<file path="src/hw/rtl/dgrp_pkg.sv">
// Shared types, constants and the 3x5 digit font for the glyph row packer.
package dgrp_pkg;

    // Input field widths
    localparam int COL_W   = 3;
    localparam int TOP_W   = 6;
    localparam int VALUE_W = 14;

    // Output field widths
    localparam int RAM_COL_W = 4;
    localparam int RAM_ROW_W = 5;
    localparam int WORD_W    = 16;

    // Digit coding and value limits
    localparam logic [3:0]         BLANK_GLYPH = 4'd10;
    localparam logic [VALUE_W-1:0] VALUE_MAX   = 14'd9999;
    localparam logic [2:0]         FONT_ROWS   = 3'd5;
    localparam int                 REM1_W      = 10;  // remainder below 1000
    localparam int                 REM2_W      = 7;   // remainder below 100

    // Queue between the digit splitter and the row emitter
    localparam int QUEUE_DEPTH = 2;
    localparam int QUEUE_PTR_W = $clog2(QUEUE_DEPTH);
    localparam int QUEUE_CNT_W = $clog2(QUEUE_DEPTH + 1);

    // 3x5 font, digits 0..9 then blank; row 0 sits in bits 19:16
    localparam logic [19:0] FONT_ROM [0:10] = '{
        20'heaaae, 20'h44444, 20'he2e8e, 20'he2e2e, 20'haae22,
        20'he8e2e, 20'he8eae, 20'he2222, 20'heaeae, 20'heae22,
        20'h00000
    };

    // Item after the first split stage: thousands done
    typedef struct packed {
        logic [COL_W-1:0]  col;
        logic [TOP_W-1:0]  top;
        logic [3:0]        d0;
        logic [REM1_W-1:0] rem;
    } t_split;

    // Fully classified item: four glyph codes plus placement
    typedef struct packed {
        logic [COL_W-1:0] col;
        logic [TOP_W-1:0] top;
        logic [3:0]       d0;
        logic [3:0]       d1;
        logic [3:0]       d2;
        logic [3:0]       d3;
    } t_item;

    // One nibble of a glyph row; codes past blank and rows past the font read as zero
    function automatic logic [3:0] font_nibble(input logic [3:0] glyph, input logic [2:0] row);
        logic [19:0] g;
        logic [3:0]  nib;
        g = '0;
        if (glyph <= BLANK_GLYPH) begin
            g = FONT_ROM[glyph];
        end
        case (row)
            3'd0:    nib = g[19:16];
            3'd1:    nib = g[15:12];
            3'd2:    nib = g[11:8];
            3'd3:    nib = g[7:4];
            3'd4:    nib = g[3:0];
            default: nib = 4'd0;
        endcase
        return nib;
    endfunction

endpackage

</file>
<file path="src/hw/rtl/dgrp_front.sv">
// Front end: accept a request, clamp the value and split it into four glyph codes.
module dgrp_front (
    input  logic                         i_clk,
    input  logic                         i_rst_n,
    input  logic                         i_valid,
    output logic                         o_ready,
    input  logic [dgrp_pkg::COL_W-1:0]   i_word_column,
    input  logic [dgrp_pkg::TOP_W-1:0]   i_top_row,
    input  logic [dgrp_pkg::VALUE_W-1:0] i_value,
    output logic                         o_valid,
    input  logic                         i_ready,
    output dgrp_pkg::t_item              o_item
);
    import dgrp_pkg::*;

    logic                r_s1_v;
    t_split              r_s1;
    logic                r_s2_v;
    t_item               r_s2;
    logic                s1_adv;
    logic                s2_adv;
    logic [VALUE_W-1:0]  clamped;
    logic [3:0]          thou;
    t_split              n_s1;
    logic [3:0]          hund;
    logic [REM2_W-1:0]   rem2;
    logic [3:0]          tens;
    logic [3:0]          units;
    t_item               n_s2;

    // Advance each stage when the one after it can take its contents
    assign s2_adv  = !r_s2_v || i_ready;
    assign s1_adv  = !r_s1_v || s2_adv;
    assign o_ready = s1_adv;
    assign o_valid = r_s2_v;
    assign o_item  = r_s2;

    // Stage 1: saturate, then thousands by parallel compares against multiples of 1000
    always_comb begin
        clamped = (i_value > VALUE_MAX) ? VALUE_MAX : i_value;
        thou    = 4'd0;
        n_s1.rem = clamped[REM1_W-1:0];
        for (int k = 1; k <= 9; k++) begin
            if (clamped >= VALUE_W'(k * 1000)) begin
                thou     = 4'(k);
                n_s1.rem = REM1_W'(clamped - VALUE_W'(k * 1000));
            end
        end
        n_s1.col = i_word_column;
        n_s1.top = i_top_row;
        // Blank the leading digit below one thousand
        n_s1.d0  = (thou == 4'd0) ? BLANK_GLYPH : thou;
    end

    // Stage 2: hundreds from the remainder below 1000, then tens and units
    always_comb begin
        hund = 4'd0;
        rem2 = r_s1.rem[REM2_W-1:0];
        for (int k = 1; k <= 9; k++) begin
            if (r_s1.rem >= REM1_W'(k * 100)) begin
                hund = 4'(k);
                rem2 = REM2_W'(r_s1.rem - REM1_W'(k * 100));
            end
        end
        tens  = 4'd0;
        units = rem2[3:0];
        for (int k = 1; k <= 9; k++) begin
            if (rem2 >= REM2_W'(k * 10)) begin
                tens  = 4'(k);
                units = 4'(rem2 - REM2_W'(k * 10));
            end
        end
        n_s2.col = r_s1.col;
        n_s2.top = r_s1.top;
        n_s2.d0  = r_s1.d0;
        n_s2.d1  = hund;
        n_s2.d2  = tens;
        n_s2.d3  = units;
    end

    // Stage valid bits
    always_ff @(posedge i_clk) begin
        if (!i_rst_n) begin
            r_s1_v <= 1'b0;
            r_s2_v <= 1'b0;
        end else begin
            if (s1_adv) begin
                r_s1_v <= i_valid;
            end
            if (s2_adv) begin
                r_s2_v <= r_s1_v;
            end
        end
    end

    // Stage payloads
    always_ff @(posedge i_clk) begin
        if (s1_adv && i_valid) begin
            r_s1 <= n_s1;
        end
        if (s2_adv && r_s1_v) begin
            r_s2 <= n_s2;
        end
    end

endmodule

</file>
<file path="src/hw/rtl/dgrp_queue.sv">
// Short queue of classified requests between the front end and the row emitter.
module dgrp_queue (
    input  logic            i_clk,
    input  logic            i_rst_n,
    input  logic            i_push_valid,
    output logic            o_push_ready,
    input  dgrp_pkg::t_item i_push_item,
    output logic            o_pop_valid,
    input  logic            i_pop_ready,
    output dgrp_pkg::t_item o_pop_item
);
    import dgrp_pkg::*;

    t_item                  r_mem [QUEUE_DEPTH];
    logic [QUEUE_PTR_W-1:0] r_wr_ptr;
    logic [QUEUE_PTR_W-1:0] r_rd_ptr;
    logic [QUEUE_CNT_W-1:0] r_count;
    logic                   push;
    logic                   pop;

    assign o_push_ready = (r_count != QUEUE_CNT_W'(QUEUE_DEPTH));
    assign o_pop_valid  = (r_count != '0);
    assign o_pop_item   = r_mem[r_rd_ptr];
    assign push         = i_push_valid && o_push_ready;
    assign pop          = o_pop_valid && i_pop_ready;

    // Track pointers and fill level
    always_ff @(posedge i_clk) begin
        if (!i_rst_n) begin
            r_wr_ptr <= '0;
            r_rd_ptr <= '0;
            r_count  <= '0;
        end else begin
            if (push) begin
                r_wr_ptr <= (r_wr_ptr == QUEUE_PTR_W'(QUEUE_DEPTH - 1)) ? '0 : r_wr_ptr + 1'b1;
            end
            if (pop) begin
                r_rd_ptr <= (r_rd_ptr == QUEUE_PTR_W'(QUEUE_DEPTH - 1)) ? '0 : r_rd_ptr + 1'b1;
            end
            if (push && !pop) begin
                r_count <= r_count + 1'b1;
            end else if (pop && !push) begin
                r_count <= r_count - 1'b1;
            end
        end
    end

    // Store pushed requests
    always_ff @(posedge i_clk) begin
        if (push) begin
            r_mem[r_wr_ptr] <= i_push_item;
        end
    end

    a_count_bound: assert property (@(posedge i_clk) disable iff (!i_rst_n)
        r_count <= QUEUE_CNT_W'(QUEUE_DEPTH))
        else $error("queue fill level past depth");

    a_ptr_gap: assert property (@(posedge i_clk) disable iff (!i_rst_n)
        (r_count == '0 || r_count == QUEUE_CNT_W'(QUEUE_DEPTH)) |-> (r_wr_ptr == r_rd_ptr))
        else $error("queue pointers disagree with fill level");

endmodule

</file>
<file path="src/hw/rtl/dgrp_back.sv">
// Back end: walk the glyph rows of the head request and emit one packed word per row.
module dgrp_back #(
    parameter int GLYPH_ROWS = 5
) (
    input  logic                           i_clk,
    input  logic                           i_rst_n,
    input  logic                           i_valid,
    output logic                           o_ready,
    input  dgrp_pkg::t_item                i_item,
    output logic                           o_valid,
    input  logic                           i_ready,
    output logic [dgrp_pkg::RAM_COL_W-1:0] o_ram_column,
    output logic [dgrp_pkg::RAM_ROW_W-1:0] o_ram_row,
    output logic [dgrp_pkg::WORD_W-1:0]    o_pixel_word,
    output logic                           o_last_row
);
    import dgrp_pkg::*;

    localparam int ROW_W = (GLYPH_ROWS > 1) ? $clog2(GLYPH_ROWS) : 1;

    logic [ROW_W-1:0]     r_row;
    logic                 r_o_valid;
    logic [RAM_COL_W-1:0] r_ram_column;
    logic [RAM_ROW_W-1:0] r_ram_row;
    logic [WORD_W-1:0]    r_pixel_word;
    logic                 r_last_row;
    logic                 load;
    logic                 last;
    logic [TOP_W-1:0]     row_sum;
    logic [2:0]           font_row;
    logic [RAM_COL_W-1:0] n_ram_column;
    logic [RAM_ROW_W-1:0] n_ram_row;
    logic [WORD_W-1:0]    n_pixel_word;

    // Load the output register when a request is waiting and the register is empty or being drained
    assign load    = i_valid && (!r_o_valid || i_ready);
    assign last    = (r_row == ROW_W'(GLYPH_ROWS - 1));
    assign o_ready = load && last;

    // Fold rows 32..63 onto the right half of the controller's address space
    always_comb begin
        row_sum      = i_item.top + TOP_W'(r_row);
        font_row     = 3'(r_row);
        n_ram_row    = row_sum[RAM_ROW_W-1:0];
        n_ram_column = {row_sum[TOP_W-1], i_item.col};
        n_pixel_word = {font_nibble(i_item.d0, font_row), font_nibble(i_item.d1, font_row),
                        font_nibble(i_item.d2, font_row), font_nibble(i_item.d3, font_row)};
    end

    // Row counter and output valid
    always_ff @(posedge i_clk) begin
        if (!i_rst_n) begin
            r_row     <= '0;
            r_o_valid <= 1'b0;
        end else begin
            if (load) begin
                r_row     <= last ? '0 : r_row + 1'b1;
                r_o_valid <= 1'b1;
            end else if (i_ready) begin
                r_o_valid <= 1'b0;
            end
        end
    end

    // Output payload
    always_ff @(posedge i_clk) begin
        if (load) begin
            r_ram_column <= n_ram_column;
            r_ram_row    <= n_ram_row;
            r_pixel_word <= n_pixel_word;
            r_last_row   <= last;
        end
    end

    assign o_valid      = r_o_valid;
    assign o_ram_column = r_ram_column;
    assign o_ram_row    = r_ram_row;
    assign o_pixel_word = r_pixel_word;
    assign o_last_row   = r_last_row;

    a_row_bound: assert property (@(posedge i_clk) disable iff (!i_rst_n)
        r_row <= ROW_W'(GLYPH_ROWS - 1))
        else $error("row counter past last glyph row");

    a_row_wrap: assert property (@(posedge i_clk) disable iff (!i_rst_n)
        (load && last) |=> (r_row == '0 && r_last_row))
        else $error("row counter did not restart after last row");

    a_row_step: assert property (@(posedge i_clk) disable iff (!i_rst_n)
        (load && !last) |=> (r_row == $past(r_row) + 1'b1 && !r_last_row))
        else $error("row counter did not advance by one");

endmodule

</file>
<file path="src/hw/rtl/decimal_digit_glyph_row_packer.sv">
// Top level of the decimal glyph row packer: front end, queue and row emitter.
// Each accepted request (word column, top pixel row, value) produces GLYPH_ROWS
// result words, top row first, with last_row set on the final one. Values above
// 9999 show as 9999 and the thousands position is blank below 1000. Rows are
// taken modulo 64 and rows 32..63 are folded to rows 0..31 with the word column
// plus 8. The row emitter issues one word per cycle while a request is waiting
// and the result port is ready, so a request occupies the port for GLYPH_ROWS
// words, and it takes the next request only once the last row of the current
// one is loaded. A request passes through the first digit-split stage, the
// second stage, the queue and the output register in that order. The front end
// keeps taking requests while the emitter works, until its stages and the
// two-entry queue are full.
module decimal_digit_glyph_row_packer #(
    parameter int GLYPH_ROWS = 5
) (
    input  logic                           i_clk,
    input  logic                           i_rst_n,
    input  logic                           i_valid,
    output logic                           o_ready,
    input  logic [dgrp_pkg::COL_W-1:0]     i_word_column,
    input  logic [dgrp_pkg::TOP_W-1:0]     i_top_row,
    input  logic [dgrp_pkg::VALUE_W-1:0]   i_value,
    output logic                           o_valid,
    input  logic                           i_ready,
    output logic [dgrp_pkg::RAM_COL_W-1:0] o_ram_column,
    output logic [dgrp_pkg::RAM_ROW_W-1:0] o_ram_row,
    output logic [dgrp_pkg::WORD_W-1:0]    o_pixel_word,
    output logic                           o_last_row
);
    import dgrp_pkg::*;

    logic  front_valid;
    logic  front_ready;
    t_item front_item;
    logic  head_valid;
    logic  head_ready;
    t_item head_item;

    // Accept and classify requests
    dgrp_front u_front (
        .i_clk         (i_clk),
        .i_rst_n       (i_rst_n),
        .i_valid       (i_valid),
        .o_ready       (o_ready),
        .i_word_column (i_word_column),
        .i_top_row     (i_top_row),
        .i_value       (i_value),
        .o_valid       (front_valid),
        .i_ready       (front_ready),
        .o_item        (front_item)
    );

    // Decouple the two sides
    dgrp_queue u_queue (
        .i_clk        (i_clk),
        .i_rst_n      (i_rst_n),
        .i_push_valid (front_valid),
        .o_push_ready (front_ready),
        .i_push_item  (front_item),
        .o_pop_valid  (head_valid),
        .i_pop_ready  (head_ready),
        .o_pop_item   (head_item)
    );

    // Emit the row words
    dgrp_back #(
        .GLYPH_ROWS (GLYPH_ROWS)
    ) u_back (
        .i_clk        (i_clk),
        .i_rst_n      (i_rst_n),
        .i_valid      (head_valid),
        .o_ready      (head_ready),
        .i_item       (head_item),
        .o_valid      (o_valid),
        .i_ready      (i_ready),
        .o_ram_column (o_ram_column),
        .o_ram_row    (o_ram_row),
        .o_pixel_word (o_pixel_word),
        .o_last_row   (o_last_row)
    );

endmodule
</file>
<file path="config.mk">
export PLATFORM = sky130hd
export DESIGN_NAME = decimal_digit_glyph_row_packer
export DESIGN_NICKNAME = d
export VERILOG_FILES = /design/src/hw/rtl/dgrp_pkg.sv /design/src/hw/rtl/dgrp_front.sv /design/src/hw/rtl/dgrp_queue.sv /design/src/hw/rtl/dgrp_back.sv /design/src/hw/rtl/decimal_digit_glyph_row_packer.sv
export SDC_FILE = /design/constraint.sdc
export NUM_CORES = 1
export LEC_CHECK = 0
export ABC_AREA = 1
export BUFFER_PORTS_ARGS = -buffer_cell sky130_fd_sc_hd__buf_2
export CAP_MARGIN = 30
export CORE_MARGIN = 1.5
export CORE_UTILIZATION = 30
export CTS_CLUSTER_DIAMETER = 60
export CTS_CLUSTER_SIZE = 14
export DETAILED_ROUTE_END_ITERATION = 8
export HOLD_SLACK_MARGIN = 0.02
export PLACE_DENSITY = 0.5
export REMOVE_ABC_BUFFERS = 1
export SYNTH_ARGS = -nofsm -noshare
export SYNTH_HDL_FRONTEND = slang
export SYNTH_SLANG_ARGS = --single-unit
</file>
<file path="constraint.sdc">
create_clock -name i_clk -period 6.8 [get_ports i_clk]
set_input_delay 1.36 -clock i_clk [delete_from_list [all_inputs] [get_ports i_clk]]
set_output_delay 1.36 -clock i_clk [all_outputs]
set_load 0.01 [all_outputs]
</file>
* Yosys cells after proc, flatten, opt, wreduce, memory -nomap -nowiden
Memories as Yosys holds them, arrays and structs flattened. A register that Yosys moved wholly into a read port is not among the register bits.
Cells that the tools add are included.
** Storage, ports and cells
- Memories kept :: 5
- Bits in writable memories :: 50
- Bits in registers :: 84
- Bits in read-only memories :: 1280
- Output and inout bits :: 28
- Input port bits :: 27
** Cells by class
- Bitwise operators :: 4
- Multiplexer cells :: 80
- Reductions and logical operators :: 23
- Magnitude comparators :: 36
- Add/sub/neg operators :: 33
- Equal/unequal tests :: 5
** Memories
- (no name shown) :: depth 16, width 20, read ports 1, clocked after Yosys merged registers in 0, wr ports 0, line dgrp_pkg.sv:57 : g = FONT_ROM[glyph];
- (no name shown) :: depth 16, width 20, read ports 1, clocked after Yosys merged registers in 0, wr ports 0, line dgrp_pkg.sv:57
- (no name shown) :: depth 16, width 20, read ports 1, clocked after Yosys merged registers in 0, wr ports 0, line dgrp_pkg.sv:57
- (no name shown) :: depth 16, width 20, read ports 1, clocked after Yosys merged registers in 0, wr ports 0, line dgrp_pkg.sv:57
- u_queue.r_mem :: depth 2, width 25, read ports 1, clocked after Yosys merged registers in 1, wr ports 1, line dgrp_queue.sv:14 : t_item r_mem [QUEUE_DEPTH];
** Operators with widths (count)
- 2-to-1 mux 20 bit :: 12
- 2-to-1 mux 10 bit :: 9
- subtractor 10 bit, second input constant :: 9
- one-hot mux 4 bit (5 select lines) :: 4
- 2-to-1 mux 7 bit :: 9
- >= comparator 14 x 13 -> 1 bit, second input constant :: 4
- 2-to-1 mux 4 bit :: 11
- >= comparator 10 bit, second input constant :: 4
- 2-to-1 mux 3 bit :: 13
- >= comparator 10 x 9 -> 1 bit, second input constant :: 3
- >= comparator 14 x 12 -> 1 bit, second input constant :: 2
- subtractor 7 bit, second input constant :: 4
- >= comparator 7 x 6 -> 1 bit, second input constant :: 3
- >= comparator 7 bit, second input constant :: 3
- subtractor 7 x 6 -> 7 bit, second input constant :: 3
- >= comparator 5 bit, second input constant :: 4
- NOT 4 -> 5 bit :: 4
- subtractor 4 bit, second input constant :: 5
- <= comparator 4 bit, second input constant :: 4
- 2-to-1 mux 2 bit :: 8
- >= comparator 14 x 10 -> 1 bit, second input constant :: 1
- >= comparator 14 x 11 -> 1 bit, second input constant :: 1
- >= comparator 14 bit, second input constant :: 1
- >= comparator 7 x 5 -> 1 bit, second input constant :: 2
- other kinds (27) :: 58

* Logic depth before layout (Yosys ltp)
- Depth in word-level cells :: 20
- Mapped depth :: 35

* Hierarchy
Synthesis repeated with hierarchy kept, for this count alone.
** Second synthesis, totals
- Cell total of the unflattened synthesis :: 1153
- Area total of the unflattened synthesis :: 9564.2 um^2
** By module, submodules not included
- dgrp_front :: cells an instance 695, times used 1, area each 4874.7 um^2
- dgrp_back :: cells an instance 343, times used 1, area each 2537.4 um^2
- dgrp_queue :: cells an instance 115, times used 1, area each 2152.1 um^2

* Worst setup path after synthesis
No wires, ideal clock.
- Path type :: input port to flip-flop
- From :: input i_value[9] in the netlist's numbering
- To :: register u_front.r_s1[9] in the netlist's numbering (data pin)
- Data required time :: 6.551 ns
- Path slack :: 2.708 ns
- Setup time :: 0.249 ns
- Buffers on the path :: 1
- Stages on the path :: 27
- Data arrival time :: 3.843 ns
- Cells stage by stage :: nand2_1 inv_2 nand2_1 a21oi_2 o21ai_2 nand2_1 inv_1 ha_1 inv_1 nor2_2 a21oi_1 nor2_1 nor3_1 and2_1 buf_2 inv_2 a21oi_1 o21ai_1 nand2_1 nand2_1 nand3_1 nand2_1 nand2_1 nand2_1 o21ai_0 nand2_1 inv_1
** RTL lines
- start, declared :: line decimal_digit_glyph_row_packer.sv:22 : input logic [dgrp_pkg::VALUE_W-1:0] i_value,
- end signal, assigned :: line dgrp_front.sv:99 : r_s1 <= n_s1;
- end, declared :: line dgrp_front.sv:17 : t_split r_s1;

==> out/metrics.csv <==
metric,value,unit
status,"finished, final reports clean",
Worst setup EP type,register,
hold wc startpoint,u_front.n_s2[22]$_DFFE_PP_,
Relative slew margins,37.6,%
worst-margin pin slew,0.934,ns
P&R area growth vs syn,15.2,%
Adder-Cell Fraction of Synth Area,9.89,%
post-synth cell types,58,
Design Power,2.89,mW
vias in the first global route,7102,
Synth Cell Area,0.00906,sq mm
clock network fraction of total power,35.3,%
Non-Filler Instances,1552,
Final Wtd Congestion,0.898,
Avg WL per Cell,13.9,um
CP required,6.98,ns
most frequent CP cell,nand2_1,
final setup vio count,0,
switch share,33.3,%
Post-CTS Setup Inserts,0,
core area,0.0297,sq mm
die area,0.0312,sq mm
"Seq/Total Area, Yosys",42.2,%
Setup TNS,0,ns
min Tclk post-route,4.65,ns
"flops & latches, synth",131,
NumNets Final,1247,
"EDFF count, synth",120,
largest net degree at the start of global routing,30,
Worst EP arrival,4.83,ns
Clock transition at path regs,0.06,ns
r2r worst-path depth,24,
P_int,1.93,mW
Die Wd,177,um
cts repair resizes,0,
Worst R2R Start,u_front.r_s1[4]$_DFFE_PP_,
prevailing post-synth register cell,edfxtp_1,
"Hold Vio Cnt, Final",0,
XOR/XNOR share of the synthesized area,2.91,%
share of layout cells above drive strength 1,14.8,%
CP max stage delay,0.72,ns
clk_lat worst skew,0.42,ns
DRT iter0 DRCs,540,
DRC,0,
Row Count,63,
Mapped Cells,1091,
Post-synth ARST share,0,%
Mean Syn Cell Area,8.30,sq um
combinational power share,29.3,%
Hold Path End,u_front.o_item[22]$_DFFE_PP_,
vias post-DR,7335,
drt pass-1 iters,5,
Synth warnings,0,
CP Launch Type,input pin,
register share of total power,35.4,%
Max clock buf depth,2,
Die Ht,177,um
crit path cell chain,buf_2 -> nand2_1 -> inv_2 -> nand2_1 -> a21oi_2 -> o21ai_2 -> nand2_1 -> inv_1 -> ha_1 -> a21oi_1 -> inv_1 -> nand3_1 -> a21oi_1 -> inv_1 -> o21ai_0 -> nand3_1 -> nand2_1 -> nand2_1 -> nand2_1 -> o21ai_0 -> nand2_1 -> inv_1,
mux cell area share after synthesis,0.221,%
Worst Hold Depth,0,
IO Count,55,
global-route wire length before repair,35.4,mm
Finished Core Util,35.1,%
Max Fclk,215,MHz
R2R setup slack,2.52,ns
hold_buf cts,0,
max-cap viol count,0,
Crit. Startpoint,i_value[9],
Routed Antenna Nets,0,
footprint of the multi-input gates,0.00456,sq mm
hpwl dp,16.1,mm
Switch Pwr,0.962,mW
antenna cells,0,
CTS tree,yes,
CTS sink cnt,131,
RR Endpoint,u_front.o_item[1]$_DFFE_PP_,
Layout fillers,3114,
HP Class,register to register,
CP Max Fanout,12,
vias per cell,4.73,
Worst IR Drop VDD,0.000173,V
Leakage,4.45,nW
Initial Util,30.5,%
cell count after placement,1520,
largest family of logic cells by synthesized area,simple AND/OR/NAND/NOR gates,
GRT Util Overall,14.2,%
post-synthesis compound-gate area fraction,14.6,%
CP Class,input pin to register,
hold slack,0.417,ns
period utilization,68.3,%
Final Max Tran Viols,0,
port bufs,50,
power per cell area,277,mW/mm^2
"Slowest-stage cell, CP",a21oi_1,
WL final,21.6,mm
post-synthesis simple-gate area fraction,22.4,%
clk root buf,clkbuf_16,
H-tree Lvls,4,
grt ovf,0,
RSZ-0062 raised after global routing,false,
FF+latch area,0.00382,sq mm
initial antenna violation count,0,
Num CTS Buffers,17,
clock skew,0.0106,ns
[synth_stat cells, types with 2 or more instances]
master	count	area, sq um
o22ai_1	5	31.3
dfxtp_1	11	220
clkinv_1	4	15.0
nand2_4	2	22.5
nor3_1	9	45.0
buf_2	5	25.0
nand2_1	230	863
nand4_1	15	93.8
inv_2	19	71.3
ha_1	70	876
xnor2_1	5	43.8
nor2_1	88	330
nand3_1	59	295
o21ai_0	78	390
inv_1	134	503
a211oi_1	5	37.5
a21boi_0	2	15.0
nor2_4	8	90.1
and2_1	3	18.8
nor2_2	8	50.1
or2_2	17	106
nand3_2	2	20.0
o2111ai_1	5	43.8
a21oi_1	83	415
nand2_2	11	68.8
clkbuf_1	9	33.8
edfxtp_1	120	3600
o211ai_1	4	30.0
a31oi_1	4	25.0
a21oi_2	4	35.0
xor2_1	22	193
o21ai_1	19	95.1
a31oi_2	2	25.0
mux2i_1	2	20.0
buf_4	4	30.0
[registers in the layout, indices dropped and copies added, names as in the netlist, named ones only]
| register | flops |
|---|---|
| u_front.n_s2 | 13 |
| u_back.o_ram_row | 5 |
| u_back.font_row | 3 |
| u_queue.r_mem | 50 |
| u_back.o_valid | 1 |
| u_front.r_s1 | 10 |
| u_front.o_valid | 1 |
| u_queue.r_count | 2 |
| u_back.o_ram_column | 4 |
| u_front.r_s1_v | 1 |
| u_queue.r_rd_ptr | 1 |
| u_front.o_item | 25 |
| u_queue.r_wr_ptr | 1 |
| u_back.o_last_row | 1 |
| u_back.o_pixel_word | 12 |
[cell families (layout without fill, tap and decap cells)]
family / count (synthesis) / after routing
mux: 2 / 2
flops: 131 / 131
fa+ha+maj: 71 / 71
buf+inv: 177 / 245
simple gates: 454 / 454
xor+xnor: 28 / 28
other cells: 1 / 4
compound gates: 227 / 227
[placed cells by master (no fill, tap or decap), drive strengths merged, types with 23 or more instances in the layout]
| master | netlist | final |
|---|---|---|
| nand2 | 243 | 243 |
| inv | 154 | 159 |
| edfxtp | 120 | 120 |
| nor2 | 105 | 105 |
| o21ai | 99 | 99 |
| a21oi | 88 | 88 |
| ha | 70 | 70 |
| nand3 | 61 | 61 |
| buf | 10 | 55 |
| xor2 | 23 | 23 |
[worst max path at each step]
stage                                     end  slack, ns  cells past startpoint
floorplan           u_front.r_s1[9]$_DFFE_PP_       2.70                     21
global placement    u_front.r_s1[9]$_DFFE_PP_       1.88                     22
detailed placement  u_front.r_s1[9]$_DFFE_PP_       1.82                     22
CTS                 u_front.r_s1[9]$_DFFE_PP_       2.26                     22
global route        u_front.r_s1[9]$_DFFE_PP_       1.82                     22
finish              u_front.r_s1[9]$_DFFE_PP_       2.15                     22
[layout make-up]
class	count	share of cell area, %
clock buffer	19	4.24
inverter	158	5.71
tap	390	4.68
multi-input combinational	786	43.7
clock inverter	13	2.10
timing repair buffer	55	2.95
sequential	131	36.6
[per-layer routing]
metal	vias to the layer above	GRT usage, %	part of all wire, %
li1	3766	-	-
met1	3397	18.8	48
met2	141	23.5	47
met3	31	2.36	3.1
met4	0	4.84	1.8
met5	-	0	0
[worst max-delay path: cells and delay by family]
family	cells	cell delay, ns
AOI/OAI and AO/OA	6	1.38
adders and majority gates	1	0.23
buffers and inverters	6	0.80
and+or+nand+nor	9	1.04
[power by group through the flow]
stage / sequential [mW] / combinational [mW] / clock [mW]
finish: 1.02 / 0.848 / 1.02
global route: 1.03 / 0.974 / 1.08
CTS: 1.02 / 0.852 / 1.05
detailed placement: 1.04 / 0.848 / 0
global placement: 1.04 / 0.845 / 0
floorplan: 1.05 / 0.616 / 0
[per-stage QoR]
stage	worst slack (ns)	instance area, sq um
floorplan	2.70	8970
global placement	1.88	9750
detailed placement	1.82	9770
CTS	2.26	10400
global route	1.82	10400
finish	2.15	10400
Power figures use the tool's default switching activity.
